$ cat config.mk
export PLATFORM = sky130hd
export DESIGN_NAME = dv_dif_error_block_marker_top
export DESIGN_NICKNAME = d
export VERILOG_FILES = /design/src/rtl/dvdem_pkg.sv /design/src/rtl/dvdem_pattern.sv /design/src/rtl/dv_dif_error_block_marker_top.sv
export SDC_FILE = /design/constraint.sdc
export NUM_CORES = 1
export LEC_CHECK = 0
export BUFFER_PORTS_ARGS = -buffer_cell sky130_fd_sc_hd__buf_2
export CORE_ASPECT_RATIO = 0.75
export CORE_MARGIN = 5
export CORE_UTILIZATION = 60
export DETAILED_ROUTE_END_ITERATION = 12
export GPL_ROUTABILITY_DRIVEN = 0
export GPL_TIMING_DRIVEN = 0
export MAX_ROUTING_LAYER = met4
export PLACE_DENSITY_LB_ADDON = 0.3
export SETUP_SLACK_MARGIN = 0.2
export SYNTH_ARGS = -nofsm -noshare
export SYNTH_HDL_FRONTEND = slang
export SYNTH_SLANG_ARGS = --single-unit
$ cat constraint.sdc
create_clock -name clk -period 4.77 [get_ports clk]
set_clock_uncertainty 0.05 [all_clocks]
set_input_delay 0.2385 -clock clk [delete_from_list [all_inputs] [get_ports clk]]
set_output_delay 0.2385 -clock clk [all_outputs]
set_load 0.05 [all_outputs]
$ cat src/rtl/dvdem_pkg.sv
package dvdem_pkg;

  // block geometry
  localparam int BLOCK_LEN     = 80;
  localparam int PATTERN_LEN   = 76;
  localparam int HEADER_NIBBLE = 9;
  localparam int SIZE_BITS_DEF = 20;
  localparam int PKT_SIZE_W    = 20;

  // pattern bytes
  localparam logic [7:0] Y_TAG     = 8'h06;
  localparam logic [7:0] C_TAG     = 8'h16;
  localparam logic [7:0] FILL_BYTE = 8'hFF;

  // register reset values
  localparam logic [15:0] STA_MASK_RST = 16'hFFFE;
  localparam logic [7:0]  Y_DC_RST     = 8'd98;
  localparam logic [7:0]  V_DC_RST     = 8'd21;
  localparam logic [7:0]  U_DC_RST     = 8'd128;

  // configuration register indexes
  typedef enum logic [1:0] {
    REG_STA_MASK = 2'd0,
    REG_Y_DC     = 2'd1,
    REG_V_DC     = 2'd2,
    REG_U_DC     = 2'd3
  } cfg_reg_t;

  // DC values written into marked blocks
  typedef struct packed {
    logic [7:0] y;
    logic [7:0] v;
    logic [7:0] u;
  } dc_bytes_t;

  typedef enum logic [1:0] {
    DC_NONE = 2'd0,
    DC_Y    = 2'd1,
    DC_V    = 2'd2,
    DC_U    = 2'd3
  } dc_kind_t;

  // which DC byte, if any, sits at pattern index k
  function automatic dc_kind_t dc_kind(input logic [6:0] k);
    dc_kind_t kind;
    unique case (k)
      7'd0, 7'd10, 7'd14, 7'd20, 7'd28, 7'd30, 7'd42: kind = DC_Y;
      7'd40, 7'd50, 7'd56:                            kind = DC_V;
      7'd60, 7'd66, 7'd68:                            kind = DC_U;
      default:                                        kind = DC_NONE;
    endcase
    return kind;
  endfunction

endpackage

$ cat src/rtl/dvdem_pattern.sv
module dvdem_pattern (
  input  logic [6:0]           k,
  input  dvdem_pkg::dc_bytes_t dc,
  output logic [7:0]           pat_byte
);
  import dvdem_pkg::*;

  dc_kind_t here;
  dc_kind_t prev;

  // kind of this byte and of the one before it
  always_comb begin
    here = dc_kind(k);
    prev = (k != 7'd0) ? dc_kind(k - 7'd1) : DC_NONE;
  end

  // DC byte, tag after a DC byte, or fill
  always_comb begin
    priority if (here == DC_Y) begin
      pat_byte = dc.y;
    end else if (here == DC_V) begin
      pat_byte = dc.v;
    end else if (here == DC_U) begin
      pat_byte = dc.u;
    end else if (prev == DC_Y) begin
      pat_byte = Y_TAG;
    end else if (prev == DC_V || prev == DC_U) begin
      pat_byte = C_TAG;
    end else begin
      pat_byte = FILL_BYTE;
    end
  end

endmodule

$ cat src/rtl/dv_dif_error_block_marker_top.sv
// Marks damaged DV DIF blocks on a byte stream. Each packet is cut into 80-byte
// blocks counted from the byte flagged first_of_packet; a block that lies wholly
// inside the packet, has 9 in the high nibble of byte 0 and a status nibble in
// byte 3 whose sta_mask bit is set gets bytes 4 to 79 replaced by the fixed
// concealment pattern built from the y/v/u DC registers. One byte is taken per
// clock while in_stall is low, its result registered in the output register in
// the cycle after; in_stall rises only while that register holds a byte the far
// side has not taken. Registers are written through cfg_we/cfg_index/cfg_wdata;
// the user must write them only while no bytes are in flight (not enforced by
// the block). byte_offset saturates, so nothing is marked on very long streams.
module dv_dif_error_block_marker_top #(
  parameter int SIZE_BITS = dvdem_pkg::SIZE_BITS_DEF
) (
  input  logic                             clk,
  input  logic                             rst_n,
  // input channel
  input  logic                             in_valid,
  output logic                             in_stall,
  input  logic [7:0]                       in_data_byte,
  input  logic                             in_first_of_packet,
  input  logic                             in_last_of_packet,
  input  logic [dvdem_pkg::PKT_SIZE_W-1:0] in_packet_size,
  // result channel
  output logic                             out_valid,
  input  logic                             out_stall,
  output logic [7:0]                       out_byte,
  output logic                             out_last,
  output logic                             out_was_replaced,
  // configuration
  input  logic                             cfg_we,
  input  dvdem_pkg::cfg_reg_t              cfg_index,
  input  logic [15:0]                      cfg_wdata
);
  import dvdem_pkg::*;

  localparam int SUM_W = SIZE_BITS + 1;
  localparam logic [SIZE_BITS-1:0] OFF_MAX = {SIZE_BITS{1'b1}};

  // configuration registers
  logic [15:0] sta_mask_r;
  dc_bytes_t   dc_r;

  // block tracking state
  logic [SIZE_BITS-1:0] byte_offset_r, byte_offset_nxt;
  logic [6:0]           block_pos_r, block_pos_nxt;
  logic [SIZE_BITS-1:0] saved_size_r, saved_size_nxt;
  logic                 header_seen_r, header_seen_nxt;
  logic                 marked_r, marked_nxt;

  // result register
  logic       out_valid_r;
  logic [7:0] out_byte_r, out_byte_nxt;
  logic       out_last_r;
  logic       out_repl_r, out_repl_nxt;

  logic                 in_xfer;
  logic [SIZE_BITS-1:0] off;
  logic [6:0]           pos;
  logic [6:0]           pat_idx;
  logic [7:0]           pat_byte;
  logic [3:0]           nib;
  logic                 blk_fits;

  assign in_stall = out_valid_r && out_stall;
  assign in_xfer  = in_valid && !in_stall;
  assign nib      = in_data_byte[7:4];
  assign pat_idx  = pos - 7'd4;

  // configuration writes
  always_ff @(posedge clk) begin
    if (!rst_n) begin
      sta_mask_r <= STA_MASK_RST;
      dc_r.y     <= Y_DC_RST;
      dc_r.v     <= V_DC_RST;
      dc_r.u     <= U_DC_RST;
    end else if (cfg_we) begin
      unique case (cfg_index)
        REG_STA_MASK: sta_mask_r <= cfg_wdata;
        REG_Y_DC:     dc_r.y     <= cfg_wdata[7:0];
        REG_V_DC:     dc_r.v     <= cfg_wdata[7:0];
        REG_U_DC:     dc_r.u     <= cfg_wdata[7:0];
        default:      ;
      endcase
    end
  end

  // concealment pattern lookup
  dvdem_pattern u_pattern (
    .k        (pat_idx),
    .dc       (dc_r),
    .pat_byte (pat_byte)
  );

  // position within packet and block
  always_comb begin
    if (in_first_of_packet) begin
      off            = '0;
      pos            = 7'd0;
      saved_size_nxt = SIZE_BITS'(in_packet_size);
    end else begin
      off            = byte_offset_r;
      pos            = (block_pos_r >= 7'(BLOCK_LEN)) ? 7'd0 : block_pos_r;
      saved_size_nxt = saved_size_r;
    end
    blk_fits = (SUM_W'(off) + SUM_W'(BLOCK_LEN - 3)) <= SUM_W'(saved_size_nxt);
    byte_offset_nxt = (off == OFF_MAX) ? OFF_MAX : off + 1'b1;
    block_pos_nxt   = (pos == 7'(BLOCK_LEN - 1)) ? 7'd0 : pos + 7'd1;
  end

  // marking decision and byte replacement
  always_comb begin
    header_seen_nxt = header_seen_r;
    marked_nxt      = marked_r;
    out_byte_nxt    = in_data_byte;
    out_repl_nxt    = 1'b0;
    if (pos == 7'd0) begin
      header_seen_nxt = (nib == 4'(HEADER_NIBBLE));
      marked_nxt      = 1'b0;
    end else if (pos == 7'd3) begin
      marked_nxt = header_seen_r && sta_mask_r[nib] && blk_fits;
    end else if (pos >= 7'd4 && marked_r) begin
      out_byte_nxt = pat_byte;
      out_repl_nxt = 1'b1;
    end
  end

  // state update on each input transfer
  always_ff @(posedge clk) begin
    if (!rst_n) begin
      byte_offset_r <= '0;
      block_pos_r   <= 7'd0;
      saved_size_r  <= '0;
      header_seen_r <= 1'b0;
      marked_r      <= 1'b0;
    end else if (in_xfer) begin
      byte_offset_r <= byte_offset_nxt;
      block_pos_r   <= block_pos_nxt;
      saved_size_r  <= saved_size_nxt;
      header_seen_r <= header_seen_nxt;
      marked_r      <= marked_nxt;
    end
  end

  // output valid
  always_ff @(posedge clk) begin
    if (!rst_n) begin
      out_valid_r <= 1'b0;
    end else if (in_xfer) begin
      out_valid_r <= 1'b1;
    end else if (!out_stall) begin
      out_valid_r <= 1'b0;
    end
  end

  // output payload
  always_ff @(posedge clk) begin
    if (in_xfer) begin
      out_byte_r <= out_byte_nxt;
      out_last_r <= in_last_of_packet;
      out_repl_r <= out_repl_nxt;
    end
  end

  assign out_valid        = out_valid_r;
  assign out_byte         = out_byte_r;
  assign out_last         = out_last_r;
  assign out_was_replaced = out_repl_r;

endmodule

Word-level counts from Yosys, hierarchy flattened

Cells that the tools add are included.
Widths: inputs -> output; s select.

Reduce and logical (&&, ||, !) cells: 26
$lt $le $gt $ge: 4
Muxes and demuxes: 24
Equality and inequality tests: 38
Add/sub/neg operators: 5

Operators by type and width:

| cell                  | count |
|---|---|
| $eq 7x6->1 const B    | 10 |
| $mux 8                | 8 |
| $mux 20               | 3 |
| $eq 7x5->1 const B    | 6 |
| $eq 7x7->1 const B    | 5 |
| $eq 7x4->1 const B    | 4 |
| $add 20x7->21 const B | 1 |
| $le 21x20->1          | 1 |
| $logic_not 7->1       | 3 |
| $mux 7                | 3 |
| $add 20x1->20 const B | 1 |
| $eq 20x20->1 const B  | 1 |
| $reduce_or 7->1       | 2 |
| $eq 2x2->1 const B    | 6 |
| $pmux 2 s3            | 2 |
| $reduce_and 2->1      | 6 |
| $reduce_or 3->1       | 4 |
| $add 7x1->7 const B   | 1 |
| $eq 7x2->1 const B    | 1 |
| $ge 7x3->1 const B    | 1 |
| $ge 7x7->1 const B    | 1 |
| $reduce_bool 7->1     | 1 |
| $sub 7x1->7 const B   | 1 |
| $sub 7x3->7 const B   | 1 |
| other kinds (13)      | 24 |

Logic and storage cells: 110
Register bits: 100
Output and inout port bits: 12
Input bits: 53

Logic depth before layout (Yosys ltp)

Depth after elaboration: 19
Mapped depth: 20

Modules after synthesis

A second synthesis with hierarchy kept.

Cell total of the unflattened synthesis: 722
Area total of the unflattened synthesis: 6027.0 µm²

By module, submodules not included:

| module                        | area each (µm²) | instances | cells an instance | sequential area each (µm²) |
|---|---|---|---|---|
| dv_dif_error_block_marker_top | 5612.9          | 1         | 654               | 2102.0 |
| dvdem_pattern                 | 414.1           | 1         | 68                | 0.0 |

Worst setup path after synthesis

Ideal clock, no wire load.

Path type: input to register
Start point: in in_first_of_packet
End point: reg marked_r
Library setup time: 0.074 ns
Required time: 4.646 ns
Slack: 1.196 ns
Data arrival time: 3.450 ns
Cell stages on the path: 20
Cell sequence: buf_4 buf_2 buf_2 buf_2 clkbuf_1 nor2b_1 ha_1 nor3_1 nor2_1 nor2_1 or3_1 a21oi_1 ha_1 a21o_1 a21o_1 a21oi_1 nand2_1 o21ai_0 nand3_1 a31oi_1

Cells in the longest elaborated chain, start to end: 6

RTL lines:

| item                 | line                                 | RTL |
|---|---|---|
| from (decl)          | dv_dif_error_block_marker_top.sv:20  | `input logic in_first_of_packet,` |
| $mux 20              | dv_dif_error_block_marker_top.sv:96  | `if (in_first_of_packet) begin` |
| $add 20x7->21        | dv_dif_error_block_marker_top.sv:105 | `blk_fits = (SUM_W'(off) + SUM_W'(BLOCK_LEN - 3)) <= SUM_W'(saved_size_nxt);` |
| $le 21x20->1         | dv_dif_error_block_marker_top.sv:105 |  |
| $logic_and 1x1->1    | dv_dif_error_block_marker_top.sv:120 | `marked_nxt = header_seen_r && sta_mask_r[nib] && blk_fits;` |
| $mux 1               | dv_dif_error_block_marker_top.sv:119 | `end else if (pos == 7'd3) begin` |
| $mux 1               | dv_dif_error_block_marker_top.sv:116 | `if (pos == 7'd0) begin` |
| to (signal assigned) | dv_dif_error_block_marker_top.sv:140 | `marked_r <= marked_nxt;` |
| to (decl)            | dv_dif_error_block_marker_top.sv:48  | `logic marked_r, marked_nxt;` |

Parallel ways exist; a longest one is shown, timed or not. The select of a mux whose other input is x is not followed.
A chain may end at the register's enable or synchronous reset.

Worst setup path in the final report

Ends and elaborated chain as after synthesis.

==> impl.org <==
** Status
- Status :: finished clean

** Flow run
- Reported max-cap violation count :: 0

** Clock network
- CTS built an H-tree with a depth of 3.
- In this run the clock root is driven by a sky130_fd_sc_hd__clkbuf_16.
- TritonCTS clock tree :: done
- CTS saw 100 sinks.
- After clock tree synthesis, the clock-pin slew on the worst setup and hold paths is about 80 ps.
- Number of hold buffers added after CTS :: 0
- Clock latency on the worst-skew pair, taken at its later pin, is around 350 ps.
- Number of buffers added by the clock tree synthesis step :: 9
- Maximum number of buffers from clock root to sink :: 2
- Post-CTS timing repair inserted 0 buffers for setup.

** Floorplan
- Once the floorplan was initialized, standard cells occupied 61.9% of the core.
- Total Die Area :: roughly 0.013 mm2
- Die Span X :: 129 um
- I/O pin cnt :: 65
- Measured along the y axis, the die boundary spans slightly below 100 um.
- Core box area :: 0.0103 mm2
- Number of placement rows :: 32

** Layout
- Number of diodes :: 0
- Leaving out fill and tap cells, the most frequent cell in the layout is sky130_fd_sc_hd__nand2_1.
- Once layout is complete, the utilization of the core stands at between 60% and 70%.
- Once layout is done, the placed cells without fillers occupy around 0.007 mm2.
- The multi-input combinational cells in the finished layout cover a total of 0.00401 mm2.
- Cells with a size suffix above 1 make up 14.9% of the layout.
- After filler insertion, the fill cell instance count of the layout stands at between 800 and 900.
- Relative to the synthesized area, the layout overhead comes to 12.3%.
- Post-layout instance count excluding filler cells :: between 900 and 1k
- In the layout the commonest cells are sky130_fd_sc_hd__nand2_1 (132), sky130_fd_sc_hd__dfxtp_1 (90), sky130_fd_sc_hd__buf_2 (68).
- Number of nets in the finished design :: a little over 900
- Sequential Area :: approximately 0.0021 mm2

** Timing
- The final max-slew violation count was 0.
- The smallest clock period supported by the final layout is computed as 4160 ps.
- Based on the critical path, the design can be clocked at up to between 200 and 250 MHz.
- Least-Margin Pin Slew :: 1130 ps
- Of the available clock period, the critical path in the final layout requires 87.3%.
- On the final layout, the worst hold slack is a little over 8 ps.
- Fin worst setup slack :: between 600 and 700 ps
- Max-Slew Margin vs Limit :: between 20% and 30%
- Unrepaired setup endpoints after global routing :: no
- Setup TNS :: 0 ps
- Setup violations remaining at the end of the flow were counted as 0.
- The final hold violation count was 0.

** Routing
- Summed over all nets, wire length on met3 after detailed routing comes to 2100 um.
- After detailed routing, the number of remaining DRC violations is 0.
- Total met2 wirelength after detailed routing :: roughly 8000 um
- ANT nets after route :: 0
- The first detailed-routing pass ran for 6 iterations.
- Routed len/inst :: around 19 um
- After detailed routing, no signal wire sits above met4.
- The detailed router finished its first iteration with around 830 violations.
- Dividing the detail-routed via count by the number of cells gives roughly 6.4.
- Wires add up to around 18000 um.
- For this block, wires on met1 add up to about 8000 um.
- Across all layers, the routed design uses 6279 vias.

** Synth
- Leading post-synthesis cells by cell area :: sky130_fd_sc_hd__dfxtp_1 (28%), sky130_fd_sc_hd__nand2_1 (7.8%), sky130_fd_sc_hd__ha_1 (6.5%)
- Post-synthesis net count :: roughly 850
- Averaged over all synthesized cells, the footprint is between 8 and 9 um2.
- Fraction of synthesized cell area taken by the top area cell type :: between 20 and 30%
- Unique cell type count in the Yosys netlist :: between 70 and 80
- Number of synthesized flops with an enable pin :: 10
- Post-synthesis xor/xnor area fraction :: roughly 3.3%
- Post-synthesis cell area :: 0.00639 mm2
- The synthesized netlist devotes 22.1% of its cell area to compound gates.
- Cell type with the largest total area after synthesis :: sky130_fd_sc_hd__dfxtp_1
- Yosys printed 0 warnings.
- Fraction of synthesis flops using an asynchronous set or reset pin :: 0%
- After synthesis, the largest family of logic cells by area is simple AND/OR/NAND/NOR gates.
- Measured against the total synthesized area, the mux share comes to under 10%.
- Ys flop type :: sky130_fd_sc_hd__dfxtp_1
- Seq/Total Area, Yosys :: around 33%
- The synthesized netlist devotes under 10% of its cell area to adder and majority cells.
- Summing the areas of all and, or, nand and nor instances in the mapped netlist gives about a quarter of the synthesized area.
- The synthesized design contains 100 register bits.
- Mapped Cells :: 767

** Pwr
- The design draws ~2 mW.
- For this design the static power due to leakage is approximately 3.1 nW.
- Worst ir drop on vdd :: 0.222 mV
- P per Cell Area :: ~280 mW/mm2

** Critical path
- Across all register-to-register paths, the minimum setup slack is roughly 1100 ps.
- Peak per-stage delay on the critical path :: 460 ps
- Crit-path slowest cell :: sky130_fd_sc_hd__o21ai_1
- Crit. Startpoint :: in_first_of_packet
- In this run the critical register-to-register path is captured at out_byte[6]$_DFFE_PP_.
- At the worst endpoint, the arrival time is ~4400 ps.
- Along the worst path, the maximum fanout reaches 10.
- Cell occurring most often along the worst timing path :: sky130_fd_sc_hd__buf_2
- Worst reg2reg startpoint :: block_pos_r[5]$_SDFFE_PN0P_
- For the worst flop-to-flop path, the logic depth is 14.
- The worst setup path is launched from an input port.
- Worst path required time :: 5010 ps
- Critical Path, Cell by Cell :: buf_4 > buf_2 > buf_2 > buf_2 > clkbuf_2 > nor2b_1 > ha_1 > nor3_1 > nor2_1 > o21ai_1 > o21ai_0 > a21oi_1 > ha_1 > a2111oi_0 > nand3_1 > a31oi_1
- Critical path buffer and inverter count :: 5
- STA classifies the critical path endpoint as a register.
- Endpoint of the most critical setup path :: marked_r$_SDFFE_PN0P_
- In this run the number of cells on the critical path is 16.
- Classification of the worst setup path :: input port to register
- Top Family by Delay on Critical Path :: buffers and inverters

** Placement
- Post-Place Setup Slack :: roughly 170 ps
- After detailed placement, the design holds a cell count of 963.
- PortBufs :: 60
- Once placement finished, the instance area stood at 0.00686 mm2.
- Detailed placement finished with a half-perimeter wire length of ~13000 um.

** Global route
- The initial antenna violation count is 0.
- Entering global routing, the biggest net connects 20 pins.
- For this run the aggregate overflow at the end of global routing stands at 0.
- First-pass GRT wire length :: roughly 30000 um
- Global routing consumed, over all layers together, 29.5% of the routing resources.
- Vias in the first global route :: between 6k and 7k

** Hold path
- In this run the worst hold path is classified as input port to register.
[how the worst min path moves through the flow]
| stage | start | end | cells after the start |
|---|---|---|---|
| 6_report | in_last_of_packet | out_last$_DFFE_PP_ | 1 |
| 5_1_grt | in_last_of_packet | out_last$_DFFE_PP_ | 1 |
| 4_1_cts | in_last_of_packet | out_last$_DFFE_PP_ | 1 |
| 3_5_place_dp | in_last_of_packet | out_last$_DFFE_PP_ | 1 |
| 3_3_place_gp | in_last_of_packet | out_last$_DFFE_PP_ | 1 |
| 2_1_floorplan | in_last_of_packet | out_last$_DFFE_PP_ | 0 |
[where the power goes]
group	switching [mW]	leakage, nW	total, mW	internal, mW
registers	0.0247	0.834	0.915	0.890
logic	0.192	2.10	0.310	0.118
clock network	0.358	0.156	0.779	0.421
[cells in the mapped netlist (3+ instances only)]
cell type	n
sky130_fd_sc_hd__a21boi_0	20
sky130_fd_sc_hd__a21o_1	8
sky130_fd_sc_hd__a21oi_1	42
sky130_fd_sc_hd__a22oi_1	7
sky130_fd_sc_hd__a31oi_1	7
sky130_fd_sc_hd__a41o_1	3
sky130_fd_sc_hd__a41oi_1	3
sky130_fd_sc_hd__and2_1	4
sky130_fd_sc_hd__and3_1	6
sky130_fd_sc_hd__buf_1	7
sky130_fd_sc_hd__buf_2	8
sky130_fd_sc_hd__clkbuf_1	31
sky130_fd_sc_hd__dfxtp_1	90
sky130_fd_sc_hd__edfxtp_1	10
sky130_fd_sc_hd__ha_1	33
sky130_fd_sc_hd__inv_1	16
sky130_fd_sc_hd__mux2i_1	30
sky130_fd_sc_hd__mux4_2	5
sky130_fd_sc_hd__nand2_1	132
sky130_fd_sc_hd__nand2b_1	5
sky130_fd_sc_hd__nand3_1	35
sky130_fd_sc_hd__nand3b_1	6
sky130_fd_sc_hd__nand4_1	8
sky130_fd_sc_hd__nor2_1	41
sky130_fd_sc_hd__nor2b_1	19
sky130_fd_sc_hd__nor3_1	17
sky130_fd_sc_hd__nor3b_1	5
sky130_fd_sc_hd__o2111ai_1	3
sky130_fd_sc_hd__o211a_1	21
sky130_fd_sc_hd__o21a_1	5
sky130_fd_sc_hd__o21ai_0	39
sky130_fd_sc_hd__o21ai_1	10
sky130_fd_sc_hd__o221a_2	7
sky130_fd_sc_hd__o22a_1	4
sky130_fd_sc_hd__o31ai_1	4
sky130_fd_sc_hd__or2_1	4
sky130_fd_sc_hd__or2_2	3
sky130_fd_sc_hd__or3_1	7
sky130_fd_sc_hd__xnor2_1	12
sky130_fd_sc_hd__xor2_1	7
[logic make-up (layout without fill, tap and decap cells)]
kind of cell    count (synthesis)  after routing
flops                         100            100
simple gates                  309            309
compound gates                199            199
buf+inv                        67            143
mux                            38             38
fa+ha+maj                      33             33
xor+xnor                       21             21
[what timing repair did]
item	4_1_cts	5_1_grt
endpoints found under the setup margin	0	1
resized for setup	0	2
endpoints found under the hold margin	0	0
[area by class of cell]
class | instances | share of cell area (%)
repair buffers | 60 | 4.18
clock buffers | 9 | 3.14
plain buffers | 49 | 2.93
inverters | 18 | 0.976
multi-input cells | 600 | 55.9
clock inverters | 7 | 1.25
well taps | 136 | 2.37
flip-flops and latches | 100 | 29.3
[worst reg2reg max path: stages (launching register included)]
cell and delay [ps]:
sky130_fd_sc_hd__dfxtp_1 320, sky130_fd_sc_hd__buf_2 190, sky130_fd_sc_hd__o21a_1 240, sky130_fd_sc_hd__nor2_1 240, sky130_fd_sc_hd__nand2_1 240, sky130_fd_sc_hd__ha_1 240, sky130_fd_sc_hd__buf_2 180, sky130_fd_sc_hd__and2b_1 170
sky130_fd_sc_hd__o21ai_1 270, sky130_fd_sc_hd__a21oi_1 140, sky130_fd_sc_hd__o2bb2ai_2 180, sky130_fd_sc_hd__or2b_4 300, sky130_fd_sc_hd__a41oi_1 260, sky130_fd_sc_hd__o211a_1 300, sky130_fd_sc_hd__o21ai_1 130
[sequential cells by signal, indices dropped and copies added, names as in the netlist]
register / count
marked_r: 1
dc_r: 24
saved_size_r: 20
byte_offset_r: 20
out_last: 1
out_valid: 1
out_byte: 8
out_was_replaced: 1
sta_mask_r: 16
header_seen_r: 1
block_pos_r: 7
[layer usage]
layer,vias to the layer above,global-route usage (%)
met3,59,8.05
li1,2891,-
met2,402,42.7
met5,-,-
met4,0,8.31
met1,2927,40.6
(Power assumes the default switching activity.)
